File: src/sv/rds_pkg.sv
package rds_pkg;

  // Frame geometry and digit range.
  localparam int COLUMNS    = 12;
  localparam int ROWS       = 16;
  localparam int DIGITS     = 10;
  localparam int COL_W      = $clog2(COLUMNS);
  localparam int ROW_W      = $clog2(ROWS);
  localparam int DIGIT_W    = 4;
  localparam int OFFSET_W   = 5;
  localparam int QUEUE_DEPTH = 2;

  localparam logic [DIGIT_W-1:0] LAST_DIGIT = DIGIT_W'(DIGITS - 1);
  localparam logic [COL_W-1:0]   LAST_COL   = COL_W'(COLUMNS - 1);

  // Function codes on the request channel.
  localparam logic [1:0] FUNC_SCROLL = 2'd0;
  localparam logic [1:0] FUNC_SET    = 2'd1;
  localparam logic [1:0] FUNC_READ   = 2'd2;

  // Decoded operation handed from the front end to the back end.
  typedef enum logic [2:0] {
    OP_UP,
    OP_DOWN,
    OP_SET,
    OP_READ,
    OP_NOP
  } op_t;

  typedef struct packed {
    op_t                op;
    logic [DIGIT_W-1:0] digit;
  } cmd_t;

  // Digit glyphs, one 16-dot word per column, bit 15 at the top.
  localparam logic [ROWS-1:0] GLYPH_ROM [DIGITS][COLUMNS] = '{
    '{16'h0000, 16'h0000, 16'h3ff0, 16'h3ff0, 16'hc0cc, 16'hc0cc,
      16'hc30c, 16'hc30c, 16'hcc0c, 16'hcc0c, 16'h3ff0, 16'h3ff0},
    '{16'h0000, 16'h0000, 16'h0000, 16'h0000, 16'h300c, 16'h300c,
      16'hfffc, 16'hfffc, 16'h000c, 16'h000c, 16'h0000, 16'h0000},
    '{16'h0000, 16'h0000, 16'h300c, 16'h300c, 16'hc03c, 16'hc03c,
      16'hc0cc, 16'hc0cc, 16'hc30c, 16'hc30c, 16'h3c0c, 16'h3c0c},
    '{16'h0000, 16'h0000, 16'hc030, 16'hc030, 16'hc00c, 16'hc00c,
      16'hcc0c, 16'hcc0c, 16'hf30c, 16'hf30c, 16'hc0f0, 16'hc0f0},
    '{16'h0000, 16'h0000, 16'h03c0, 16'h03c0, 16'h0cc0, 16'h0cc0,
      16'h30c0, 16'h30c0, 16'hfffc, 16'hfffc, 16'h00c0, 16'h00c0},
    '{16'h0000, 16'h0000, 16'hfc30, 16'hfc30, 16'hcc0c, 16'hcc0c,
      16'hcc0c, 16'hcc0c, 16'hcc0c, 16'hcc0c, 16'hc3f0, 16'hc3f0},
    '{16'h0000, 16'h0000, 16'h0ff0, 16'h0ff0, 16'h330c, 16'h330c,
      16'hc30c, 16'hc30c, 16'hc30c, 16'hc30c, 16'h00f0, 16'h00f0},
    '{16'h0000, 16'h0000, 16'hc000, 16'hc000, 16'hc0fc, 16'hc0fc,
      16'hc300, 16'hc300, 16'hcc00, 16'hcc00, 16'hf000, 16'hf000},
    '{16'h0000, 16'h0000, 16'h3cf0, 16'h3cf0, 16'hc30c, 16'hc30c,
      16'hc30c, 16'hc30c, 16'hc30c, 16'hc30c, 16'h3cf0, 16'h3cf0},
    '{16'h0000, 16'h0000, 16'h3c00, 16'h3c00, 16'hc30c, 16'hc30c,
      16'hc30c, 16'hc30c, 16'hc330, 16'hc330, 16'h3fc0, 16'h3fc0}
  };

  // Glyph column lookup; codes above nine fall back to digit zero.
  function automatic logic [ROWS-1:0] glyph_word(input logic [DIGIT_W-1:0] d,
                                                 input int c);
    logic [ROWS-1:0] w;
    w = GLYPH_ROM[0][c];
    if (d <= LAST_DIGIT) begin
      w = GLYPH_ROM[d][c];
    end
    return w;
  endfunction

  // Single dot of a glyph column, row zero at the bottom.
  function automatic logic glyph_bit(input logic [DIGIT_W-1:0] d, input int c,
                                     input logic [ROW_W-1:0] r);
    logic [ROWS-1:0] w;
    w = glyph_word(d, c);
    return w[r];
  endfunction

endpackage

File: src/sv/rds_front.sv
module rds_front
  import rds_pkg::*;
(
  input  logic               clk,
  input  logic               rst,
  input  logic               in_valid,
  output logic               in_ready,
  input  logic [1:0]         in_func,
  input  logic               in_direction,
  input  logic [DIGIT_W-1:0] in_digit,
  output logic               cmd_valid,
  input  logic               cmd_ready,
  output cmd_t               cmd
);

  localparam int PTR_W = $clog2(QUEUE_DEPTH);
  localparam int CNT_W = $clog2(QUEUE_DEPTH + 1);

  cmd_t             queue [QUEUE_DEPTH];
  logic [PTR_W-1:0] wr_ptr;
  logic [PTR_W-1:0] rd_ptr;
  logic [CNT_W-1:0] count;
  cmd_t             decoded;
  logic             push;
  logic             pop;

  // Classify the incoming request into an operation for the back end.
  always_comb begin
    decoded.digit = in_digit;
    case (in_func)
      FUNC_SCROLL: decoded.op = in_direction ? OP_DOWN : OP_UP;
      FUNC_SET: begin
        if (in_digit inside {[4'd0:LAST_DIGIT]}) begin
          decoded.op = OP_SET;
        end else begin
          decoded.op = OP_NOP;
        end
      end
      FUNC_READ: decoded.op = OP_READ;
      default:   decoded.op = OP_NOP;
    endcase
  end

  // Queue handshakes.
  assign in_ready  = (count != CNT_W'(QUEUE_DEPTH));
  assign cmd_valid = (count != '0);
  assign cmd       = queue[rd_ptr];
  assign push      = in_valid && in_ready;
  assign pop       = cmd_valid && cmd_ready;

  // Queue entries carry no reset.
  always_ff @(posedge clk) begin
    if (push) begin
      queue[wr_ptr] <= decoded;
    end
  end

  // Pointers and fill count.
  always_ff @(posedge clk) begin
    if (rst) begin
      wr_ptr <= '0;
      rd_ptr <= '0;
      count  <= '0;
    end else begin
      if (push) begin
        wr_ptr <= PTR_W'(wr_ptr + 1'b1);
      end
      if (pop) begin
        rd_ptr <= PTR_W'(rd_ptr + 1'b1);
      end
      if (push && !pop) begin
        count <= CNT_W'(count + 1'b1);
      end else if (pop && !push) begin
        count <= CNT_W'(count - 1'b1);
      end
    end
  end

endmodule

File: src/sv/rds_back.sv
module rds_back
  import rds_pkg::*;
(
  input  logic                clk,
  input  logic                rst,
  input  logic                cmd_valid,
  output logic                cmd_ready,
  input  cmd_t                cmd,
  output logic                out_valid,
  input  logic                out_ready,
  output logic [COL_W-1:0]    out_col,
  output logic [ROWS-1:0]     out_pix,
  output logic [DIGIT_W-1:0]  out_digit,
  output logic [OFFSET_W-1:0] out_offset,
  output logic                out_last
);

  logic [ROWS-1:0]            frame [COLUMNS];
  logic [ROWS-1:0]            frame_next [COLUMNS];
  logic [DIGIT_W-1:0]         digit;
  logic [DIGIT_W-1:0]         digit_next;
  logic signed [OFFSET_W-1:0] offset;
  logic signed [OFFSET_W-1:0] offset_next;
  logic                       busy;
  logic [COL_W-1:0]           col_cnt;
  logic                       out_free;
  logic                       take;
  logic [DIGIT_W-1:0]         inc_digit;
  logic [DIGIT_W-1:0]         dec_digit;
  logic [DIGIT_W-1:0]         src_digit;
  logic [ROW_W-1:0]           row;
  logic signed [OFFSET_W-1:0] neg_offset;

  assign out_free  = !out_valid || out_ready;
  assign cmd_ready = !busy && out_free;
  assign take      = cmd_valid && cmd_ready;

  assign inc_digit  = (digit == LAST_DIGIT) ? '0 : DIGIT_W'(digit + 1'b1);
  assign dec_digit  = (digit == '0) ? LAST_DIGIT : DIGIT_W'(digit - 1'b1);
  assign neg_offset = OFFSET_W'(-offset);

  // Work out the state after the command at the head of the queue.
  // All twelve columns move together, so a scroll step shifts the whole frame.
  always_comb begin
    digit_next  = digit;
    offset_next = offset;
    src_digit   = digit;
    row         = '0;
    for (int c = 0; c < COLUMNS; c++) begin
      frame_next[c] = frame[c];
    end
    case (cmd.op)
      OP_DOWN: begin
        // Feed the next digit in at the top, or the current one when the
        // frame is still scrolled up.
        src_digit = (offset > 0) ? digit : inc_digit;
        row       = neg_offset[ROW_W-1:0];
        for (int c = 0; c < COLUMNS; c++) begin
          frame_next[c] = {glyph_bit(src_digit, c, row), frame[c][ROWS-1:1]};
        end
        if (offset == -OFFSET_W'(ROWS - 1)) begin
          offset_next = '0;
          digit_next  = inc_digit;
        end else begin
          offset_next = OFFSET_W'(offset - 1'b1);
        end
      end
      OP_UP: begin
        // Feed the previous digit in at the bottom, or the current one
        // when the frame is still scrolled down.
        src_digit = (offset < 0) ? digit : dec_digit;
        row       = ROW_W'(ROWS - 1) - offset[ROW_W-1:0];
        for (int c = 0; c < COLUMNS; c++) begin
          frame_next[c] = {frame[c][ROWS-2:0], glyph_bit(src_digit, c, row)};
        end
        if (offset == OFFSET_W'(ROWS - 1)) begin
          offset_next = '0;
          digit_next  = dec_digit;
        end else begin
          offset_next = OFFSET_W'(offset + 1'b1);
        end
      end
      OP_SET: begin
        digit_next  = cmd.digit;
        offset_next = '0;
        for (int c = 0; c < COLUMNS; c++) begin
          frame_next[c] = glyph_word(cmd.digit, c);
        end
      end
      default: begin
      end
    endcase
  end

  // Frame, digit and offset registers.
  always_ff @(posedge clk) begin
    if (rst) begin
      digit  <= '0;
      offset <= '0;
      for (int c = 0; c < COLUMNS; c++) begin
        frame[c] <= GLYPH_ROM[0][c];
      end
    end else if (take) begin
      digit  <= digit_next;
      offset <= offset_next;
      for (int c = 0; c < COLUMNS; c++) begin
        frame[c] <= frame_next[c];
      end
    end
  end

  // Output register and the column sweep of a read.
  always_ff @(posedge clk) begin
    if (rst) begin
      out_valid <= 1'b0;
      busy      <= 1'b0;
      col_cnt   <= '0;
    end else if (take) begin
      out_valid <= 1'b1;
      if (cmd.op == OP_READ) begin
        busy    <= 1'b1;
        col_cnt <= COL_W'(1);
      end
    end else if (busy && out_free) begin
      out_valid <= 1'b1;
      col_cnt   <= COL_W'(col_cnt + 1'b1);
      if (col_cnt == LAST_COL) begin
        busy <= 1'b0;
      end
    end else if (out_ready) begin
      out_valid <= 1'b0;
    end
  end

  // Result payload carries no reset.
  always_ff @(posedge clk) begin
    if (take) begin
      if (cmd.op == OP_READ) begin
        out_col    <= '0;
        out_pix    <= frame[0];
        out_digit  <= digit;
        out_offset <= offset;
        out_last   <= 1'b0;
      end else begin
        out_col    <= '0;
        out_pix    <= '0;
        out_digit  <= digit_next;
        out_offset <= offset_next;
        out_last   <= 1'b1;
      end
    end else if (busy && out_free) begin
      out_col  <= col_cnt;
      out_pix  <= frame[col_cnt];
      out_last <= (col_cnt == LAST_COL);
    end
  end

  // A read starts its sweep with column zero in the very next cycle.
  a_read_start: assert property (@(posedge clk) disable iff (rst)
    take && cmd.op == OP_READ |=> busy && out_valid && out_col == '0 && !out_last)
    else $error("read did not start with column zero");

  // No word in the middle of a sweep is flagged as the final one.
  a_sweep_last: assert property (@(posedge clk) disable iff (rst)
    busy && out_valid |-> !out_last && out_col < LAST_COL)
    else $error("final flag raised during column sweep");

  // The shown state cannot move while a sweep is under way.
  a_sweep_stable: assert property (@(posedge clk) disable iff (rst)
    busy |=> $stable(digit) && $stable(offset) && $stable(frame[0]))
    else $error("state changed during column sweep");

  // The offset wraps before it reaches a full glyph height and the digit stays in range.
  a_offset_range: assert property (@(posedge clk) disable iff (rst)
    offset != -OFFSET_W'(ROWS) && digit <= LAST_DIGIT)
    else $error("offset or digit out of range");

endmodule

File: src/sv/rolling_digit_scroller.sv
// Rolling digit scroller: an odometer-style roller for a 12 by 16 dot frame.
// Requests arrive on the s_ channel: s_tuser holds the function (scroll, set
// or read), s_tdata the scroll direction and the digit to load. Results
// leave on the m_ channel: m_tdata holds the column number, the 16 dots of
// the column, the digit shown and the signed line offset; m_tlast marks the
// final result of a request.
// Scroll, set and unused function codes give one status result each; a read
// gives twelve column words, column zero first.
// A request enters a two-entry queue; the back end takes it from there and
// registers its first result in the output register. Scroll and set
// requests sustain one per cycle while m_tready is high and no read is
// under way, as all twelve columns shift together. A read holds the back
// end until all twelve column words have passed the output register.
// Reset empties the queue and the output register and shows digit zero at
// offset zero. When m_tready is low the output register holds its result,
// the queue fills, and s_tready falls once both queue entries are taken.
module rolling_digit_scroller
  import rds_pkg::*;
(
  input  logic        clk,
  input  logic        rst,
  input  logic        s_tvalid,
  output logic        s_tready,
  input  logic [7:0]  s_tdata,  // [0] direction, [4:1] digit, [7:5] zero
  input  logic [1:0]  s_tuser,  // [1:0] func
  output logic        m_tvalid,
  input  logic        m_tready,
  output logic [31:0] m_tdata,  // [3:0] column_index, [19:4] column_pixels,
                                // [23:20] shown_digit, [28:24] line_offset,
                                // [31:29] zero
  output logic        m_tlast
);

  logic                cmd_valid;
  logic                cmd_ready;
  cmd_t                cmd;
  logic [COL_W-1:0]    out_col;
  logic [ROWS-1:0]     out_pix;
  logic [DIGIT_W-1:0]  out_digit;
  logic [OFFSET_W-1:0] out_offset;

  // Request decode and queue.
  rds_front u_front (
    .clk          (clk),
    .rst          (rst),
    .in_valid     (s_tvalid),
    .in_ready     (s_tready),
    .in_func      (s_tuser),
    .in_direction (s_tdata[0]),
    .in_digit     (s_tdata[4:1]),
    .cmd_valid    (cmd_valid),
    .cmd_ready    (cmd_ready),
    .cmd          (cmd)
  );

  // Frame state and result generation.
  rds_back u_back (
    .clk        (clk),
    .rst        (rst),
    .cmd_valid  (cmd_valid),
    .cmd_ready  (cmd_ready),
    .cmd        (cmd),
    .out_valid  (m_tvalid),
    .out_ready  (m_tready),
    .out_col    (out_col),
    .out_pix    (out_pix),
    .out_digit  (out_digit),
    .out_offset (out_offset),
    .out_last   (m_tlast)
  );

  // Pack the result fields, lowest first.
  assign m_tdata = {3'b000, out_offset, out_digit, out_pix, out_col};

endmodule
File: config.mk
export PLATFORM = sky130hd
export DESIGN_NAME = rolling_digit_scroller
export DESIGN_NICKNAME = d
export VERILOG_FILES = /design/src/sv/rds_pkg.sv /design/src/sv/rds_front.sv /design/src/sv/rds_back.sv /design/src/sv/rolling_digit_scroller.sv
export SDC_FILE = /design/constraint.sdc
export NUM_CORES = 1
export LEC_CHECK = 0
export ABC_AREA = 1
export CAP_MARGIN = 5
export CELL_PAD_IN_SITES_DETAIL_PLACEMENT = 0
export CELL_PAD_IN_SITES_GLOBAL_PLACEMENT = 1
export CORE_MARGIN = 5
export CORE_UTILIZATION = 49
export DETAILED_ROUTE_END_ITERATION = 6
export DONT_BUFFER_PORTS = 1
export GPL_TIMING_DRIVEN = 0
export PLACE_DENSITY = 0.77
export SYNTH_ARGS = -nofsm -noshare
export SYNTH_HDL_FRONTEND = slang
export SYNTH_SLANG_ARGS = --single-unit
File: constraint.sdc
create_clock -name clk -period 19.05 [get_ports clk]
set_clock_uncertainty 0.1 [all_clocks]
set_input_delay 0.9525 -clock clk [delete_from_list [all_inputs] [get_ports clk]]
set_output_delay 0.9525 -clock clk [all_outputs]
set_load 0.03 [all_outputs]
==> impl_metrics.env, run 1 <==
export IMPL_run_status="finished clean"
export IMPL_layout_commonest_cell="sky130_fd_sc_hd__nand2_1"
export IMPL_synth_top_cells_by_area="sky130_fd_sc_hd__edfxtp_1 46%, sky130_fd_sc_hd__nand2_1 11%, sky130_fd_sc_hd__o21ai_0 5.5%"
export IMPL_die_w_um=186
export IMPL_cts_setup_buffers=0
export IMPL_sequentialPowerShare=0.346
export IMPL_die_height_um=186
export IMPL_remaining_drc_errors=0
export IMPL_max_vdd_ir_drop_v=0.0000934
export IMPL_grt_met2_usage=0.507
export IMPL_drt_iter0_drc=1891
export IMPL_growth_of_design_area_from_synthesis_to_finish_pct=11.0
export IMPL_synth_enable_flop_cells=232
export IMPL_synth_main_ff_cell="sky130_fd_sc_hd__edfxtp_1"
export IMPL_final_layout_size_suffix_gt1_frac=0.0663
export IMPL_gr_total_overflow=0
export IMPL_synth_top_cell_area_share=0.457
export IMPL_cts_inserted_buffers=29
export IMPL_criticalPathCategory="register to register"
export IMPL_critical_path_top_delay_family="compound AO/OA/AOI/OAI gates"
export IMPL_number_of_levels_in_the_clock_h_tree=1
export IMPL_worstPathCellList="o21ai_0 -> ha_1 -> inv_1 -> nor2_1 -> nor3_1 -> nand2_1 -> o21ai_1 -> a21oi_1 -> nand4_1"
export IMPL_endpoint_kind="register"
export IMPL_clock_fmax_ghz=0.254
export IMPL_number_of_antenna_violations_at_the_first_check_in_global_routing=0
export IMPL_finalSetupViolCount=0
export IMPL_timing_final_crit_share=0.207
export IMPL_met3_usage=0.0605
export IMPL_worst_slew_slack_as_a_fraction_of_its_limit=0.140
export IMPL_floorplan_initialDensity=0.497
export IMPL_clockRootBuffer="sky130_fd_sc_hd__clkbuf_16"
export IMPL_clkSlewWorstSetupHoldPaths_ns=0.06
export IMPL_leakage_uw=0.00660
export IMPL_final_core_utilization=0.552
export IMPL_overall_track_demand_over_capacity_in_global_routing=0.323
export IMPL_syn_instance_count=1836
export IMPL_worst_slack_ns=15.11
export IMPL_first_global_vias=13700
export IMPL_tritoncts="built"
export IMPL_p_int_uw=1560
export IMPL_post_syn_area_mm2=0.0152
export IMPL_worst_hold_path_type="input port to register"
export IMPL_core_area_mm2=0.0307
export IMPL_synth_seq_cells=260
export IMPL_inserted_diodes=0
export IMPL_worst_ep_arrival_time_ns=4.12
export IMPL_layout_cells_most_common_list="443 x sky130_fd_sc_hd__nand2_1, 232 x sky130_fd_sc_hd__edfxtp_1, 166 x sky130_fd_sc_hd__o21ai_0"
export IMPL_cts_root_to_sink_buffers=3
export IMPL_worstSetupStartpointType="register"
export IMPL_grt_pass1_wl_mm=87.0
export IMPL_top_level_ports=49
export IMPL_min_period_ns=3.94
export IMPL_power_density_mw_per_mm2=179
export IMPL_worstPathBufferInverterCount=1
export IMPL_fillerInstances=2855
export IMPL_yosys_warnings=0
export IMPL_met1_grt_util=0.447
export IMPL_die_area_mm2=0.0348
export IMPL_clkLatencyLatePin_ns=0.58
export IMPL_clock_sinks=260
export IMPL_syn_area_per_cell_um2=8.31
export IMPL_post_cts_hold_buffer_count=0
export IMPL_ys_seq_area_frac=0.494
export IMPL_path_max_fanout=8
export IMPL_comb_power_share=0.469
export IMPL_post_drt_wl_per_cell_um=25.7
export IMPL_asyncSetResetFlopFracSynth=0
export IMPL_final_max_slew_viol_count=0
export IMPL_power_share_clock=0.185
export IMPL_last_weighted_congestion_value_of_the_routability_driven_placer=0.990
export IMPL_route_vias_total=14700
export IMPL_timing_max_cap_violations=0
export IMPL_gr_max_usage_layer="met2"
export IMPL_port_buffers=0
export IMPL_grt_start_max_net_pins=31
export IMPL_p_switching_uw=1470
export IMPL_synth_lib_cells_used_distinct=50
export IMPL_detail_route_wirelength_mm=59.1
export IMPL_timing_critical_path_required_ns=19.23
export IMPL_detail_route_vias_per_cell=6.39
export IMPL_setup_repair_after_global_routing_missed_its_margin="no"
export IMPL_drtAntennaViolNets=0
export IMPL_drt_pass1_iterations=7
export IMPL_dp_slack_ns=14.81
export IMPL_timing_critical_path_slowest_stage_cell="sky130_fd_sc_hd__o21ai_0"
export IMPL_switching_share=0.486
export IMPL_max_stage_delay_ns=1.03
export IMPL_core_rowCount=64
export IMPL_final_net_count=1920
export IMPL_hold_viol=0
export IMPL_totalPowerFinal_uw=3020
export IMPL_dp_hpwl_mm=44.0
export IMPL_post_cts_resized=0
export IMPL_tightestPinTransition_ns=1.28
export IMPL_netlist_top_cell_by_area="sky130_fd_sc_hd__edfxtp_1"
## synthesized netlist by cell type (25+ instances only)
| master | instances |
|---|---|
| sky130_fd_sc_hd__a31oi_1 | 37 |
| sky130_fd_sc_hd__inv_1 | 163 |
| sky130_fd_sc_hd__o21ai_0 | 168 |
| sky130_fd_sc_hd__edfxtp_1 | 232 |
| sky130_fd_sc_hd__buf_2 | 25 |
| sky130_fd_sc_hd__nand3_1 | 140 |
| sky130_fd_sc_hd__dfxtp_1 | 28 |
| sky130_fd_sc_hd__nor2_1 | 112 |
| sky130_fd_sc_hd__clkbuf_1 | 75 |
| sky130_fd_sc_hd__a21oi_1 | 138 |
| sky130_fd_sc_hd__nand2_1 | 443 |
| sky130_fd_sc_hd__ha_1 | 28 |
## per-layer routing
layer,part of all wire,wire [um],vias up
met5,0,0,-
met4,0.047,2770,0
met3,0.11,6250,172
met2,0.44,26300,945
met1,0.40,23800,7007
li1,-,-,6553
## sequential cells by signal, indices dropped and copies added (netlist names), named ones only
register           flops
u_back.digit           4
u_back.out_last        1
u_front.queue         14
u_back.out_digit       4
u_back.col_cnt         4
u_back.busy            1
u_back.out_valid       1
u_front.count          2
u_back.out_offset      5
u_front.rd_ptr         1
u_front.wr_ptr         1
u_back.out_pix        16
u_back.offset          5
u_back.frame         192
u_back.out_col         4
## path summary, 6_finish.rpt
kind	from	endpoint	cells after the start	slack, ns
worst min-delay path	s_tdata[3]	u_front.queue[0][2]$_DFFE_PP_	0	0.37
worst max register to register	register	u_back.frame[2][6]$_SDFFCE_PN1P_	9	15.11
worst min register to register	u_front.rd_ptr$_SDFFE_PP0P_	u_front.rd_ptr$_SDFFE_PP0P_	1	0.37
worst max-delay path	register	u_back.frame[2][6]$_SDFFCE_PN1P_	9	15.11
## power by group through the flow
| stage | Clock (uW) | Combinational, uW | Sequential [uW] |
|---|---|---|---|
| 2_1_floorplan | 0 | 901 | 1040 |
| 4_1_cts | 559 | 1380 | 1040 |
| 3_3_place_gp | 0 | 1340 | 1110 |
| 3_5_place_dp | 0 | 1370 | 1050 |
| 5_1_grt | 585 | 1540 | 1060 |
| 6_report | 560 | 1420 | 1050 |
## metrics by stage
step / cells / area (um^2) / TNS, ns / hold slack [ns]
floorplan: 1838 / 15300 / 0 / 0.333
finish: 2297 / 16900 / 0 / 0.366
detailed placement: 2243 / 16000 / 0 / 0.372
CTS: 2297 / 16900 / 0 / 0.355
global route: 2297 / 16900 / 0 / 0.341
global placement: 2234 / 15800 / -258.23 / 0.342
## cell families after synthesis
kind of cell | share of synthesized area
AND/OR/NAND/NOR | 0.204
AO/OA/AOI/OAI | 0.197
buffers and inverters | 0.0782
flip-flops | 0.494
adder cells (fa/ha/maj) | 0.0230
XOR/XNOR | 0.00402
other | 0.000246
## cell type report
| type | instances | area, um^2 | share of cell area |
|---|---|---|---|
| Sequential cell | 260 | 7530 | 0.445 |
| Multi-Input combinational cell | 1283 | 6560 | 0.388 |
| Clock buffer | 45 | 847 | 0.0501 |
| Inverter | 174 | 654 | 0.0387 |
| Buffer | 121 | 538 | 0.0318 |
| Tap cell | 396 | 495 | 0.0293 |
| Timing Repair Buffer | 9 | 216 | 0.0128 |
| Clock inverter | 9 | 81.3 | 0.00481 |
No activity file was read; power rests on OpenSTA's default activity.
==> run 2: changes to the inputs <==
CORE_UTILIZATION = 45   (was 49)
PLACE_DENSITY = 0.74   (was 0.77)
clock period = 3.2 ns   (was 19.05 ns; I/O delays follow)
==> run 2 against run 1 <==
Effect of this change:
- setup slack got worse by 15 ns
- via count rose by 0.35%
- global-route usage shrank 1.2 points
- clock power increased to 6.3 times the previous value
- cell area rose by 2.2%
- sequential share of layout area down 0.90 points
- largest power group unchanged
==> impl_metrics.env, run 2 (synthesis gave the netlist of run 1 again) <==
export IMPL_run_status="finished clean"
export IMPL_drt_iter0_drc=2090
export IMPL_finalSetupViolCount=0
export IMPL_core_area_mm2=0.0335
export IMPL_tritoncts="built"
export IMPL_max_stage_delay_ns=0.69
export IMPL_floorplan_initialDensity=0.455
export IMPL_layout_commonest_cell="sky130_fd_sc_hd__nand2_1"
export IMPL_final_core_utilization=0.516
export IMPL_detail_route_wirelength_mm=60.8
export IMPL_power_density_mw_per_mm2=1070
export IMPL_criticalPathCategory="register to register"
export IMPL_timing_final_crit_share=0.969
export IMPL_largest_registers="u_back.frame: 192 flops, u_back.out_pix: 16 flops, u_front.queue: 14 flops"
export IMPL_detail_route_vias_per_cell=6.23
export IMPL_min_period_ns=3.10
export IMPL_cts_inserted_buffers=30
export IMPL_worstPathBufferInverterCount=3
export IMPL_p_switching_uw=8870
export IMPL_gr_total_overflow=0
export IMPL_drt_pass1_iterations=5
export IMPL_cts_root_to_sink_buffers=3
export IMPL_inserted_diodes=0
export IMPL_max_vdd_ir_drop_v=0.000582
export IMPL_top_level_ports=49
export IMPL_critical_path_top_delay_family="buffers and inverters"
export IMPL_port_buffers=0
export IMPL_dp_hpwl_mm=45.6
export IMPL_worst_ep_arrival_time_ns=3.42
export IMPL_die_area_mm2=0.0377
export IMPL_final_max_slew_viol_count=0
export IMPL_timing_critical_path_slowest_stage_cell="sky130_fd_sc_hd__clkbuf_1"
export IMPL_sequentialPowerShare=0.337
export IMPL_hold_viol=0
export IMPL_growth_of_design_area_from_synthesis_to_finish_pct=13.4
export IMPL_endpoint_kind="register"
export IMPL_route_vias_total=14700
export IMPL_die_height_um=194
export IMPL_p_int_uw=9610
export IMPL_core_rowCount=67
export IMPL_tightestPinTransition_ns=1.14
export IMPL_last_weighted_congestion_value_of_the_routability_driven_placer=1.01
export IMPL_die_w_um=194
export IMPL_clock_fmax_ghz=0.323
export IMPL_grt_pass1_wl_mm=89.9
export IMPL_clkLatencyLatePin_ns=0.59
export IMPL_final_layout_size_suffix_gt1_frac=0.0866
export IMPL_final_net_count=1936
export IMPL_clock_sinks=260
export IMPL_clockRootBuffer="sky130_fd_sc_hd__clkbuf_16"
export IMPL_timing_max_cap_violations=0
export IMPL_drtAntennaViolNets=0
export IMPL_first_global_vias=13900
export IMPL_number_of_levels_in_the_clock_h_tree=1
export IMPL_grt_start_max_net_pins=31
export IMPL_layout_cells_most_common_list="439 x sky130_fd_sc_hd__nand2_1, 232 x sky130_fd_sc_hd__edfxtp_1, 159 x sky130_fd_sc_hd__o21ai_0"
export IMPL_worstPathCellList="inv_1 -> clkbuf_1 -> clkbuf_1 -> o21ai_0 -> o22ai_1 -> nand2_1 -> o311ai_0 -> nand3_1 -> o21ai_0"
export IMPL_number_of_antenna_violations_at_the_first_check_in_global_routing=0
export IMPL_power_share_clock=0.190
export IMPL_final_area_mm2=0.0173
export IMPL_overall_track_demand_over_capacity_in_global_routing=0.311
export IMPL_clkSlewWorstSetupHoldPaths_ns=0.06
export IMPL_switching_share=0.480
export IMPL_post_drt_wl_per_cell_um=25.7
export IMPL_largest_register_ffs=192
export IMPL_leakage_uw=0.00673
export IMPL_timing_critical_path_required_ns=3.52
export IMPL_worst_hold_path_type="input port to register"
export IMPL_worstSetupStartpointType="register"
export IMPL_largest_register_by_flop_count="u_back.frame"
export IMPL_detailed_place_area_mm2=0.0160
export IMPL_comb_power_share=0.472
export IMPL_remaining_drc_errors=0
export IMPL_worst_slew_slack_as_a_fraction_of_its_limit=0.242
export IMPL_path_max_fanout=10
-- run 2: cell count changes in the layout (fill, tap and decap cells not counted), moves of 5 or more --
cell                            before  now
sky130_fd_sc_hd__buf_4              12   20
sky130_fd_sc_hd__clkbuf_1           86   74
sky130_fd_sc_hd__clkinv_1            1   10
sky130_fd_sc_hd__dfxtp_1            28   23
sky130_fd_sc_hd__dlygate4sd3_1       0   10
sky130_fd_sc_hd__inv_1             163  156
sky130_fd_sc_hd__inv_2               9   14
sky130_fd_sc_hd__o21ai_0           166  159
sky130_fd_sc_hd__o21ai_2             6   11
-- run 2: power by group through the flow --
| stage | combinational, uW | clock [uW] | sequential, uW |
|---|---|---|---|
| floorplan | 5410 | 0 | 5990 |
| global placement | 8130 | 0 | 6340 |
| detailed placement | 8270 | 0 | 6250 |
| CTS | 8380 | 3540 | 6200 |
| global route | 9450 | 3670 | 6310 |
| finish | 8720 | 3520 | 6240 |
-- run 2: path summary, 6_finish.rpt --
path	end	start	slack, ns	cells after the start
setup / recovery	u_back.out_pix[8]$_DFFE_PP_	register	0.10	9
hold / removal	u_back.frame[11][0]$_SDFFCE_PP0P_	rst	0.08	2
setup reg to reg	u_back.out_pix[8]$_DFFE_PP_	register	0.10	9
hold reg to reg	register	u_front.rd_ptr$_SDFFE_PP0P_	0.36	1
-- run 2: metrics by stage --
stage	hold WS [ns]	power [uW]	setup WS, ns	instances	TNS [ns]
6_report	0.0797	18500	0.100	2365	0
5_1_grt	0.115	19400	-0.00937	2365	-0.0187
4_1_cts	0.0707	18100	-0.0319	2360	-0.0913
3_5_place_dp	0.159	14500	-0.661	2293	-40.95
3_3_place_gp	0.159	14500	-3.07	2286	-588.20
2_1_floorplan	0.159	11400	-1.24	1838	-229.60
-- run 2: layout make-up --
class                   count  area, um^2
plain buffers             120         552
clock buffers              36         795
clock inverters            19         190
fillers                  3290       16200
inverters                 174         664
multi-input cells        1283        6670
flip-flops and latches    260        7540
well taps                 448         561
repair buffers             25         323
-- run 2: worst reg2reg max path: cells and delay by family, from the launching register on --
family	cells	cell delay, ns
AO/OA/AOI/OAI	4	0.82
AND/OR/NAND/NOR	2	0.33
buffers and inverters	3	1.32
flip-flops	1	0.37
-- run 2: timing repair --
item / in CTS / in global routing
resized for setup: 17 / 29
endpoints found under the hold margin: 35 / 0
setup endpoints to repair: 239 / 39
setup buffers: 3 / 5
hold buffers: 10 / 0
pin swaps: 2 / 1
-- run 2: layer usage --
metal,share of wire,GRT usage,wire length (um),vias to the layer above
met2,0.45,0.486,27200,881
met3,0.10,0.0542,6190,153
li1,-,-,-,6592
met5,0,0,0,-
met1,0.41,0.437,24900,7103
met4,0.042,0.114,2580,0
==> run 3: changes to the inputs <==
CORE_UTILIZATION = 49   (was 45)
PLACE_DENSITY = 0.77   (was 0.74)
clock period = 2.9 ns   (was 3.2 ns; I/O delays follow)
==> run 3 against run 2 <==
Effect of this change:
- the flow now finishes with violations (setup timing)
- total power increased by 14%
- setup slack lost 0.10 ns
- first-iteration DRC count grew 3.1%
- non-clock buffer count increased by 20
- final cell count down 1.4%
- core utilization increased by 6.2 points
- register-to-register slack lost 0.10 ns
- critical endpoint is now u_back.out_pix[5]$_DFFE_PP_
- largest power group unchanged
==> impl_metrics.env, run 3 (synthesis gave the netlist of run 1 again) <==
export IMPL_run_status="finished with violations"
export IMPL_violations="setup timing"
export IMPL_core_rowCount=64
export IMPL_power_density_mw_per_mm2=1190
export IMPL_sequentialPowerShare=0.327
export IMPL_remaining_drc_errors=0
export IMPL_core_area_mm2=0.0307
export IMPL_p_switching_uw=10200
export IMPL_growth_of_design_area_from_synthesis_to_finish_pct=16.1
export IMPL_first_global_vias=13900
export IMPL_timing_critical_path_required_ns=3.10
export IMPL_port_buffers=0
export IMPL_cts_inserted_buffers=29
export IMPL_detail_route_wirelength_mm=60.4
export IMPL_criticalPathCategory="register to register"
export IMPL_comb_power_share=0.497
export IMPL_clockRootBuffer="sky130_fd_sc_hd__clkbuf_16"
export IMPL_clkLatencyLatePin_ns=0.58
export IMPL_switching_share=0.484
export IMPL_drtAntennaViolNets=0
export IMPL_detailed_place_area_mm2=0.0160
export IMPL_whs_ns=0.0137
export IMPL_drt_iter0_drc=2154
export IMPL_dp_hpwl_mm=44.3
export IMPL_p_int_uw=10800
export IMPL_timing_max_cap_violations=0
export IMPL_tightestPinTransition_ns=0.955
export IMPL_worst_slack_ns=-0.000204
export IMPL_path_max_fanout=10
export IMPL_number_of_antenna_violations_at_the_first_check_in_global_routing=0
export IMPL_tritoncts="built"
export IMPL_power_share_clock=0.177
export IMPL_hold_viol=0
export IMPL_drt_pass1_iterations=6
export IMPL_worst_hold_path_type="input port to register"
export IMPL_largest_register_by_flop_count="u_back.frame"
export IMPL_layoutNonFillerInstCount=2332
export IMPL_number_of_levels_in_the_clock_h_tree=1
export IMPL_worstSetupStartpointType="register"
export IMPL_fillerInstances=2841
export IMPL_top_level_ports=49
export IMPL_timing_final_crit_share=1.00
export IMPL_grt_start_max_net_pins=30
export IMPL_final_layout_size_suffix_gt1_frac=0.125
export IMPL_die_area_mm2=0.0348
export IMPL_inserted_diodes=0
export IMPL_die_w_um=186
export IMPL_dp_slack_ns=-1.06
export IMPL_final_max_slew_viol_count=0
export IMPL_endpoint_kind="register"
export IMPL_max_stage_delay_ns=0.59
export IMPL_clkSlewWorstSetupHoldPaths_ns=0.06
export IMPL_worst_ep_arrival_time_ns=3.10
export IMPL_detail_route_vias_per_cell=6.42
export IMPL_min_period_ns=2.90
export IMPL_final_area_mm2=0.0177
export IMPL_timing_critical_path_slowest_stage_cell="sky130_fd_sc_hd__buf_1"
export IMPL_final_net_count=1955
export IMPL_grt_pass1_wl_mm=88.6
export IMPL_critical_path_top_cell_by_count="sky130_fd_sc_hd__o21ai_0"
export IMPL_die_height_um=186
export IMPL_leakage_uw=0.00689
export IMPL_final_setup_tns_ns=-0.000204
export IMPL_overall_track_demand_over_capacity_in_global_routing=0.328
export IMPL_gr_total_overflow=0
export IMPL_largest_registers="u_back.frame: 192 flops, u_back.out_pix: 16 flops, u_front.queue: 14 flops"
export IMPL_floorplan_initialDensity=0.497
export IMPL_route_vias_total=15000
export IMPL_largest_register_ffs=192
export IMPL_placed_cells=2242
export IMPL_worst_slew_slack_as_a_fraction_of_its_limit=0.363
export IMPL_last_weighted_congestion_value_of_the_routability_driven_placer=1.00
export IMPL_cts_root_to_sink_buffers=3
export IMPL_worstPathCellList="clkbuf_1 -> buf_1 -> a21oi_1 -> o21ai_0 -> o211ai_1 -> nand3_1 -> o21ai_0"
export IMPL_clock_fmax_ghz=0.345
export IMPL_post_drt_wl_per_cell_um=25.9
export IMPL_layout_commonest_cell="sky130_fd_sc_hd__nand2_1"
export IMPL_clock_sinks=260
export IMPL_finalSetupViolCount=1
export IMPL_max_vdd_ir_drop_v=0.000663
export IMPL_layout_cells_most_common_list="427 x sky130_fd_sc_hd__nand2_1, 232 x sky130_fd_sc_hd__edfxtp_1, 154 x sky130_fd_sc_hd__o21ai_0"
## run 3: path summary, 6_finish.rpt
| path | start | to | slack, ns | cells past startpoint |
|---|---|---|---|---|
| setup / recovery | register | u_back.out_pix[5]$_DFFE_PP_ | -0.0002 | 7 |
| hold / removal | rst | register | 0.01 | 4 |
| setup reg to reg | register | u_back.out_pix[5]$_DFFE_PP_ | -0.0002 | 7 |
| hold reg to reg | u_front.rd_ptr$_SDFFE_PP0P_ | register | 0.36 | 1 |
## run 3: power by group through the flow
stage,clock [uW],combinational (uW),sequential (uW)
after floorplan,0,5970,6610
after global placement,0,8940,6950
after detailed placement,0,9120,6880
after CTS,3710,9550,6820
after global routing,3860,11200,6970
final,3710,10400,6880
## run 3: area by class of cell
| cell class | instances | area [um^2] | area share |
|---|---|---|---|
| plain buffers | 119 | 602 | 0.0340 |
| multi-input cells | 1283 | 6960 | 0.393 |
| well taps | 396 | 495 | 0.0280 |
| inverters | 174 | 667 | 0.0377 |
| clock buffers | 42 | 805 | 0.0455 |
| flip-flops and latches | 260 | 7540 | 0.426 |
| repair buffers | 46 | 503 | 0.0284 |
| clock inverters | 12 | 128 | 0.00721 |
## run 3: layer usage
| layer | track usage | share of wire | vias up |
|---|---|---|---|
| li1 | - | - | 6628 |
| met1 | 0.446 | 0.39 | 7229 |
| met2 | 0.513 | 0.45 | 949 |
| met3 | 0.0704 | 0.11 | 162 |
| met4 | 0.133 | 0.045 | 0 |
| met5 | 0 | 0 | - |
## run 3: through the flow
step,total power [uW],utilization
floorplan,12600,-
global placement,15900,0.515
detailed placement,16000,0.521
CTS,20100,0.563
global route,22100,0.577
finish,21000,0.577
## run 3: critical path: cells and delay by family, from the launching register on
family	cells	cell delay (ns)
flip-flops	1	0.44
AO/OA/AOI/OAI	4	0.72
AND/OR/NAND/NOR	1	0.20
buffers and inverters	2	1.16
## run 3: what timing repair did
item | 4_1_cts | 5_1_grt
hold buffers | 9 | 0
buffers inserted | 9 | 20
setup endpoints to repair | 351 | 151
gates cloned | 0 | 1
pin swaps | 9 | 17
resized for setup | 63 | 85
hold endpoints to repair | 36 | 0
